### src/bfpi_pkg.sv
package bfpi_pkg;

  localparam int unsigned POS_W        = 10;
  localparam int unsigned MACH_W       = 5;
  localparam int unsigned CNT_W        = 6;
  localparam int unsigned PTIME_W      = 16;
  localparam int unsigned IN_TIME_W    = 32;
  localparam int unsigned OUT_TIME_W   = 32;
  localparam int unsigned MACHINES_MIN = 2;

  // position reported when no row of a call was evaluated
  localparam logic [POS_W-1:0] BEST_POS_INIT = POS_W'(1);

  typedef struct packed {
    logic [POS_W-1:0]     position;
    logic [MACH_W-1:0]    machine;
    logic [IN_TIME_W-1:0] prev_departure;
    logic [IN_TIME_W-1:0] tail_time;
    logic [PTIME_W-1:0]   first_ptime;
    logic [PTIME_W-1:0]   second_ptime;
    logic                 skip_row;
    logic                 last_position;
  } in_word_t;

  typedef struct packed {
    logic [POS_W-1:0]      best_position;
    logic [OUT_TIME_W-1:0] best_makespan;
  } out_word_t;

  // flags of one queued row
  typedef struct packed {
    logic             eval;
    logic             last;
    logic [POS_W-1:0] pos;
  } row_tag_t;

  // control of one machine step travelling down the evaluator
  typedef struct packed {
    logic             valid;
    logic             eval;
    logic             first;
    logic             last;
    logic             rowlast;
    logic [POS_W-1:0] pos;
  } tok_ctl_t;

endpackage

### src/bfpi_eval.sv
module bfpi_eval import bfpi_pkg::*; #(
  parameter int TIME_WIDTH = 32
) (
  input  logic                  clk_i,
  input  logic                  rst_ni,
  input  tok_ctl_t              tok_i,
  input  logic [TIME_WIDTH-1:0] e0_i,
  input  logic [TIME_WIDTH-1:0] enext_i,
  input  logic [PTIME_W-1:0]    p1_i,
  input  logic [PTIME_W-1:0]    p2_i,
  input  logic [TIME_WIDTH-1:0] t_i,
  output logic                  en_o,
  output logic                  out_valid_o,
  input  logic                  out_stall_i,
  output out_word_t             out_word_o
);

  typedef logic [TIME_WIDTH-1:0] tm_t;

  function automatic tm_t sat_add(tm_t a, tm_t b);
    logic [TIME_WIDTH:0] s;
    s = {1'b0, a} + {1'b0, b};
    return s[TIME_WIDTH] ? '1 : s[TIME_WIDTH-1:0];
  endfunction

  function automatic tm_t max2(tm_t a, tm_t b);
    return (a > b) ? a : b;
  endfunction

  logic en;

  // first departure row
  tm_t      f_acc_q;
  tm_t      f_val;
  tok_ctl_t s1_q;
  tm_t      s1_f_q;
  tm_t      s1_t_q;
  logic [PTIME_W-1:0] s1_p2_q;

  // second departure row, one machine behind the first
  tm_t      g_acc_q;
  tm_t      g_val;
  tm_t      h_f_q;
  tm_t      h_t_q;
  logic [PTIME_W-1:0] h_p2_q;
  logic     h_first_q;
  tok_ctl_t s2_q;
  tm_t      s2_g_q;
  tm_t      s2_t_q;
  tm_t      s2_tl_q;
  logic [PTIME_W-1:0] s2_p2l_q;

  // makespan terms
  tok_ctl_t s3_q;
  tm_t      s3_ta_q;
  tm_t      s3_gl_q;
  tm_t      s3_tl_q;

  tm_t      mk_acc_q;
  tm_t      partial;
  tok_ctl_t s4_q;
  tm_t      s4_part_q;
  tm_t      s4_tb_q;

  tok_ctl_t s5_q;
  tm_t      s5_mk_q;

  // best of the call
  tm_t              best_q;
  logic [POS_W-1:0] best_pos_q;
  logic             less;
  logic             emit;
  tm_t              new_best;
  logic [POS_W-1:0] new_pos;
  logic [OUT_TIME_W-1:0] best_out;

  logic      out_valid_q;
  out_word_t out_word_q;

  assign emit = s5_q.valid && s5_q.rowlast;
  assign en   = !(emit && out_valid_q && out_stall_i);
  assign en_o = en;

  // stage 1
  assign f_val = max2(sat_add(tok_i.first ? e0_i : f_acc_q, TIME_WIDTH'(p1_i)), enext_i);

  always_ff @(posedge clk_i or negedge rst_ni) begin
    if (!rst_ni) begin
      s1_q <= '0;
    end else if (en) begin
      s1_q <= tok_i;
    end
  end

  always_ff @(posedge clk_i) begin
    if (en) begin
      s1_f_q  <= f_val;
      s1_p2_q <= p2_i;
      s1_t_q  <= t_i;
      if (tok_i.valid && tok_i.eval) begin
        f_acc_q <= f_val;
      end
    end
  end

  // stage 2: the first step of a row only primes the hold register
  assign g_val = max2(sat_add(h_first_q ? h_f_q : g_acc_q, TIME_WIDTH'(h_p2_q)), s1_f_q);

  always_ff @(posedge clk_i or negedge rst_ni) begin
    if (!rst_ni) begin
      s2_q <= '0;
    end else if (en) begin
      s2_q.valid   <= s1_q.valid && (!s1_q.eval || !s1_q.first);
      s2_q.eval    <= s1_q.eval;
      s2_q.first   <= h_first_q;
      s2_q.last    <= s1_q.last;
      s2_q.rowlast <= s1_q.rowlast;
      s2_q.pos     <= s1_q.pos;
    end
  end

  always_ff @(posedge clk_i) begin
    if (en) begin
      s2_g_q   <= g_val;
      s2_t_q   <= h_t_q;
      s2_p2l_q <= s1_p2_q;
      s2_tl_q  <= s1_t_q;
      if (s1_q.valid && s1_q.eval) begin
        h_f_q     <= s1_f_q;
        h_p2_q    <= s1_p2_q;
        h_t_q     <= s1_t_q;
        h_first_q <= s1_q.first;
        if (!s1_q.first) begin
          g_acc_q <= g_val;
        end
      end
    end
  end

  // stage 3: the last step also forms the final departure of the second job
  always_ff @(posedge clk_i or negedge rst_ni) begin
    if (!rst_ni) begin
      s3_q <= '0;
    end else if (en) begin
      s3_q <= s2_q;
    end
  end

  always_ff @(posedge clk_i) begin
    if (en) begin
      s3_ta_q <= sat_add(s2_g_q, s2_t_q);
      s3_gl_q <= sat_add(s2_g_q, TIME_WIDTH'(s2_p2l_q));
      s3_tl_q <= s2_tl_q;
    end
  end

  // stage 4: running row maximum; keep only row ends
  assign partial = max2(s3_q.first ? '0 : mk_acc_q, s3_ta_q);

  always_ff @(posedge clk_i or negedge rst_ni) begin
    if (!rst_ni) begin
      s4_q <= '0;
    end else if (en) begin
      s4_q.valid   <= s3_q.valid && (!s3_q.eval || s3_q.last);
      s4_q.eval    <= s3_q.eval;
      s4_q.first   <= s3_q.first;
      s4_q.last    <= s3_q.last;
      s4_q.rowlast <= s3_q.rowlast;
      s4_q.pos     <= s3_q.pos;
    end
  end

  always_ff @(posedge clk_i) begin
    if (en) begin
      s4_part_q <= partial;
      s4_tb_q   <= sat_add(s3_gl_q, s3_tl_q);
      if (s3_q.valid && s3_q.eval) begin
        mk_acc_q <= partial;
      end
    end
  end

  // stage 5: row makespan
  always_ff @(posedge clk_i or negedge rst_ni) begin
    if (!rst_ni) begin
      s5_q <= '0;
    end else if (en) begin
      s5_q <= s4_q;
    end
  end

  always_ff @(posedge clk_i) begin
    if (en) begin
      s5_mk_q <= max2(s4_part_q, s4_tb_q);
    end
  end

  // keep the first strict minimum
  assign less     = s5_q.eval && (s5_mk_q < best_q);
  assign new_best = less ? s5_mk_q : best_q;
  assign new_pos  = less ? s5_q.pos : best_pos_q;

  if (TIME_WIDTH > OUT_TIME_W) begin : g_out_clamp
    assign best_out = (|new_best[TIME_WIDTH-1:OUT_TIME_W]) ? '1 :
                      new_best[OUT_TIME_W-1:0];
  end else begin : g_out_ext
    assign best_out = OUT_TIME_W'(new_best);
  end

  always_ff @(posedge clk_i or negedge rst_ni) begin
    if (!rst_ni) begin
      best_q     <= '1;
      best_pos_q <= BEST_POS_INIT;
    end else if (en && s5_q.valid) begin
      if (emit) begin
        best_q     <= '1;
        best_pos_q <= BEST_POS_INIT;
      end else if (less) begin
        best_q     <= s5_mk_q;
        best_pos_q <= s5_q.pos;
      end
    end
  end

  always_ff @(posedge clk_i or negedge rst_ni) begin
    if (!rst_ni) begin
      out_valid_q <= 1'b0;
    end else if (emit && en) begin
      out_valid_q <= 1'b1;
    end else if (!out_stall_i) begin
      out_valid_q <= 1'b0;
    end
  end

  always_ff @(posedge clk_i) begin
    if (emit && en) begin
      out_word_q.best_position <= new_pos;
      out_word_q.best_makespan <= best_out;
    end
  end

  assign out_valid_o = out_valid_q;
  assign out_word_o  = out_word_q;

endmodule

### config.mk
export PLATFORM = sky130hd
export DESIGN_NAME = bfpi_eval
export DESIGN_NICKNAME = d
export VERILOG_FILES = /design/src/bfpi_pkg.sv /design/src/bfpi_eval.sv
export SDC_FILE = /design/constraint.sdc
export NUM_CORES = 2
export LEC_CHECK = 0
export ABC_AREA = 0
export BUFFER_PORTS_ARGS = -buffer_cell sky130_fd_sc_hd__buf_2
export CORE_AREA = 2 2 556 282
export DETAILED_ROUTE_END_ITERATION = 10
export DIE_AREA = 0 0 558 284
export GPL_TIMING_DRIVEN = 0
export PLACE_DENSITY = 0.47
export SLEW_MARGIN = 20
export SYNTH_ARGS = -nofsm -noshare
export SYNTH_HDL_FRONTEND = slang
export SYNTH_SLANG_ARGS = --single-unit
export TNS_END_PERCENT = 100
### constraint.sdc
create_clock -name clk_i -period 31.4 [get_ports clk_i]
set_input_delay 1.57 -clock clk_i [delete_from_list [all_inputs] [get_ports clk_i]]
set_output_delay 1.57 -clock clk_i [all_outputs]
set_load 0.02 [all_outputs]
**Yosys cells after proc, flatten, opt, wreduce, memory -nomap -nowiden**

Cells that the tools add are included.

- Add/subtract/negate cells: 5
- Order comparisons: 5
- Equal/unequal tests: 1
- Multiplexer cells: 15
- Bitwise gates (word level): 2
- Reduce and logical (&&, ||, !) cells: 21

Operator list:

| cell | number |
|---|---|
| two-way mux 32 bit | 11 |
| greater-than comparator 32 bit | 4 |
| adder 32 x 16 -> 33 bit | 3 |
| adder 32 x 32 -> 33 bit | 2 |
| less-than comparator 32 bit | 1 |
| two-way mux 10 bit | 2 |
| logical AND 1 bit | 11 |
| AND reduction 2 bit | 3 |
| logical NOT 1 bit | 4 |
| AND reduction 3 bit | 1 |
| logical OR 1 bit | 2 |
| two-way mux 1 bit | 2 |
| inequality test 2 x 1 -> 1 bit (second input constant) | 1 |
| NOT 1 bit | 2 |

- Flip-flop bits (word level): 717
- Bits of input ports: 146
- Word-level logic and storage cells: 100

**Depth between registers and ports, before layout**

- Depth after elaboration: 6
- Depth in mapped cells: 27

**Worst setup path after synthesis**

Ideal clock, no wire load.

- Path type: in2reg
- From: input port out_stall_i
- To: register f_acc_q[0] (enable)
- Setup time: 0.392 ns
- Arrival: 14.532 ns
- Required time: 31.008 ns
- Path slack: 16.476 ns
- Stages: 4
- Path buffers: 2
- Cells stage by stage: nand4_1 clkbuf_1 clkbuf_1 and3_1

- Cells in the longest elaborated chain, start to end: 3

RTL lines:

| element | line | text |
|---|---|---|
| from (decl) | bfpi_eval.sv:14 | `input logic out_stall_i,` |
| logical AND 1 bit | bfpi_eval.sv:81 | `assign en = !(emit && out_valid_q && out_stall_i);` |
| NOT 1 bit (no source line) | -- |  |
| AND reduction 2 bit (no source line) | -- |  |
| to (signal assigned) | bfpi_eval.sv:101 | `f_acc_q <= f_val;` |
| to (decl) | bfpi_eval.sv:33 | `tm_t f_acc_q;` |

Every way passes these cells.
A chain may end at the register's enable or synchronous reset.

**Worst setup path in the final report**

- From: input port tok_i[12] (netlist name)
- To: register s1_f_q[24], data pin

- Cells in the longest elaborated chain, start to end: 5

RTL lines:

| element | line | text |
|---|---|---|
| from (decl) | bfpi_eval.sv:6 | `input tok_ctl_t tok_i,` |
| two-way mux 32 bit * | bfpi_eval.sv:85 | `assign f_val = max2(sat_add(tok_i.first ? e0_i : f_acc_q, TIME_WIDTH'(p1_i)), enext_i);` |
| adder 32 x 16 -> 33 bit * | bfpi_eval.sv:22 | `s = {1'b0, a} + {1'b0, b};` |
| two-way mux 32 bit * | bfpi_eval.sv:23 | `return s[TIME_WIDTH] ? '1 : s[TIME_WIDTH-1:0];` |
| greater-than comparator 32 bit | bfpi_eval.sv:27 | `return (a > b) ? a : b;` |
| two-way mux 32 bit * | bfpi_eval.sv:27 |  |
| named net f_val[24] | bfpi_eval.sv:34 | `tm_t f_val;` |
| to (signal assigned) | bfpi_eval.sv:97 | `s1_f_q <= f_val;` |
| to (decl) | bfpi_eval.sv:36 | `tm_t s1_f_q;` |

Mark *: on every way through the listed nets, which the timed path passes. The rest lies on a longest branch.

==> results_dict.tcl <==
set metrics [dict create \
    run_status "completed" \
    synth.net_count 3323 \
    groute.usage.overall_pct 12.5 \
    floorplan.initialDensity_pct 23.8 \
    critical_path.top_delay_family "buffers and inverters" \
    worst_skew_ns 0.0444 \
    grt_setup_unrepaired "no" \
    reg2reg_slack_ns 20.93 \
    grt_overflow_total 0 \
    synth_enable_flop_cells 603 \
    numClockSinks 717 \
    floorplan.die_area_mm2 0.158 \
    yosys_warnings 0 \
    die_width_um 558 \
    total_leakage_power_nw 17.4 \
    nFillCells 15800 \
    cts_root_buffer "clkbuf_16" \
    min-delay-path-class "reg2reg" \
    mostFrequentLayoutCells "edfxtp_1, ha_1, mux2_2" \
    critical_path_peak_fanout 10 \
    post_cts_hold_buffer_count 0 \
    floorplan.io_pins 190 \
    worst_margin_pin_slew_ns 1.23 \
    post_synth_instance_area_mm2 0.0366 \
    crit_path_start_kind "input pin" \
    sum_of_negative_setup_slack_ns 0 \
    cellPowerDensity_mw_per_mm2 84.2 \
    post_cts.repair.setup_buffers 0 \
    postRouteAntennaNets 0 \
    gpl.final_weighted_congestion 0.866 \
    critical_path_arrival_ns 11.99 \
    rows 102 \
    area_growth_syn_to_layout_pct 17.9 \
    synth_top_area_share_pct 49.5 \
    final.setup.worst_slack_ns 19.80 \
    multi_input_comb_area_mm2 0.0145 \
    path_cells "buf_2, buf_2, buf_1, buf_1, clkbuf_1, mux2_2, ha_1, a21oi_1, a21oi_1, o21a_1, o21ai_1, nor2_1, nand3_1, buf_2, nand2_1, ha_1, nand4_1, nor2_1, nand4_1, o21ai_0, a21oi_1, a21oi_1, clkbuf_1, mux2_2" \
    post_synth.cell_area_avg_um2 12.6 \
    timing_limited_maximum_frequency_mhz 86.2 \
    unique_cell_type_count_in_the_yosys_netlist 91 \
    worst_slew_margin_rel_pct 18.2 \
    post_route_cells_drive_above_1_share_pct 20.4 \
    dpl_worst_slack_ns 19.75 \
    cts_inserted_buffers 77 \
    crit_type "in2reg" \
    layout.area.seq_mm2 0.0210 \
    critical_path.startpoint "tok_i[12]" \
    post_layout_nets 3608 \
    first_global_vias 23200 \
    fp.coreArea_mm2 0.154 \
    route.final.wire_length_um 100000 \
    insertion_delay_ns 0.69 \
    endpoints_failing_setup 0 \
    seq_area_frac_synth_pct 57.4 \
    post_cts_resized 0 \
    crit_path_end_kind "flip-flop" \
    largest_net_degree_at_the_start_of_global_routing 71 \
    h-tree-depth 3 \
    rr_startpoint "h_first_q$_DFFE_PP_" \
    critical_path_buf_inv_count 7 \
    cts_tree "done" \
    report.final.slew_viol_count 0 \
    io_buffer_count 188 \
    synth_flop_cell "edfxtp_1" \
    hold_viol_final 0 \
    cpPeakStageDelay_ns 0.97 \
    vias 23700 \
    syn_inst 2901 \
    timing.final.crit_share_pct 36.9 \
    die_height_um 284 \
    startpoint_of_the_worst_hold_path "h_t_q[21]$_DFFE_PP_" \
    worst_path_max_delay_cell "clkbuf_1" \
    postSynthRegisterBits 717 \
    post-synth-top-area-cell "edfxtp_1" \
    layout_commonest_cell "edfxtp_1" \
    power.ir.vdd_worst_v 0.0000414 \
    vias_per_cell 4.44 \
    clkTransAtPathRegs_ns 0.07 \
    drt-pass1-iter-count 5 \
    max_cap_viol_count 0 \
    drt_iter0_drc 2069 \
    synth.area.top_cells "edfxtp_1, ha_1, mux2_2" \
    post_drt_wl_per_cell_um 18.8 \
    timing.critical_path.required_ns 31.79 \
    asyncSetResetFlopFracSynth_pct 15.9 \
    critical-path-top-cell-by-count "a21oi_1" \
    place_hpwl_um 76100 \
    drt_drc_violations_left 0 \
    post-route-min-period_ns 11.60 \
    final_design_area_no_fill_mm2 0.0432 \
    antenna_violations_before_repair 3 \
    dpl-instance-area_mm2 0.0406 \
    clockBufferDepth 3 \
    grt_pass1_wl_um 150000 \
]
==> cell usage after synthesis (9+ instances only) <==
master and count:
nand3_1 38, o311ai_0 9, nand2b_1 33, clkbuf_1 47
a21oi_1 138, and3_1 19, o21ai_1 10, nor2b_1 64
edfxtp_1 603, mux2i_1 26, mux2_2 238, nor3_1 61
nor4_1 11, a31oi_1 26, or3_1 9, o21a_1 30
dfrtp_1 81, o211ai_1 15, o21ai_0 121, a21o_1 87
a221oi_1 34, o21bai_1 15, inv_1 209, dfstp_2 33
xnor2_1 55, nand4_1 49, a211oi_1 17, ha_1 271
nand2_1 235, xor2_1 52, buf_2 22, nor2_1 116
==> state kept, by name (all words and copies together), names as in the netlist, 16 cells and up <==
register    flops
h_p2_q         16
f_acc_q        32
mk_acc_q       32
s5_mk_q        32
s3_gl_q        32
s1_f_q         32
best_q         32
g_acc_q        32
s1_t_q         32
s3_tl_q        32
s1_p2_q        16
out_word_o     42
s2_p2l_q       16
s3_ta_q        32
h_t_q          32
s2_g_q         32
h_f_q          32
s2_tl_q        32
s2_t_q         32
s4_tb_q        32
s4_part_q      32
==> per-stage QoR <==
stage          cells  total power [W]  hold WS, ns  util (%)
6_report        5330          0.00364        0.390      28.1
3_5_place_dp    5187          0.00272        0.405      26.5
5_1_grt         5328          0.00389        0.399      28.1
3_3_place_gp    5169          0.00272        0.401      26.2
2_1_floorplan   2901          0.00230        0.400         -
4_1_cts         5325          0.00369        0.392      28.1
==> final timing paths <==
path                                          end  cells past startpoint
max reg2reg                  s2_g_q[21]$_DFFE_PN_                     28
min                          s2_t_q[21]$_DFFE_PN_                      0
max in group asynchronous  best_q[27]$_DFFE_PN1P_                      2
min reg2reg                  s2_t_q[21]$_DFFE_PN_                      0
max                          s1_f_q[24]$_DFFE_PN_                     24
min in group asynchronous     s1_q[5]$_DFFE_PN0N_                      1
==> cell type report <==
type                    count  share of cell area [%]
plain buffers              82                   0.858
well taps                2080                    6.03
flip-flops and latches    717                    48.6
repair buffers            206                    3.19
diodes                      5                  0.0290
clock inverters            39                    1.02
clock buffers              99                    4.84
inverters                 209                    1.82
multi-input cells        1893                    33.6
==> layer usage <==
metal  global-route usage, %  vias to the layer above  share of wire (%)
met5                       0                        -                  0
met4                    2.67                        0                1.8
met3                    2.38                      100                5.4
met2                    15.6                      571                 36
met1                    21.0                    11500                 57
li1                        -                    11500                  -
==> cell families (layout without fill, tap and decap cells) <==
kind of cell	Yosys count	in the layout	synth area share [%]
flip-flops	717	717	57.4
XOR/XNOR	107	107	2.56
AND/OR/NAND/NOR	664	664	8.74
AO/OA/AOI/OAI	581	581	10.6
buffers and inverters	291	635	3.14
adder cells (fa/ha/maj)	276	276	9.53
multiplexers	265	265	8.06
other	0	5	0
==> power by group <==
group	switching, W	internal [W]
Sequential	0.000125	0.00133
Clock	0.000412	0.000520
Combinational	0.000735	0.000510
Total	0.00127	0.00237
Power figures use the tool's default switching activity.
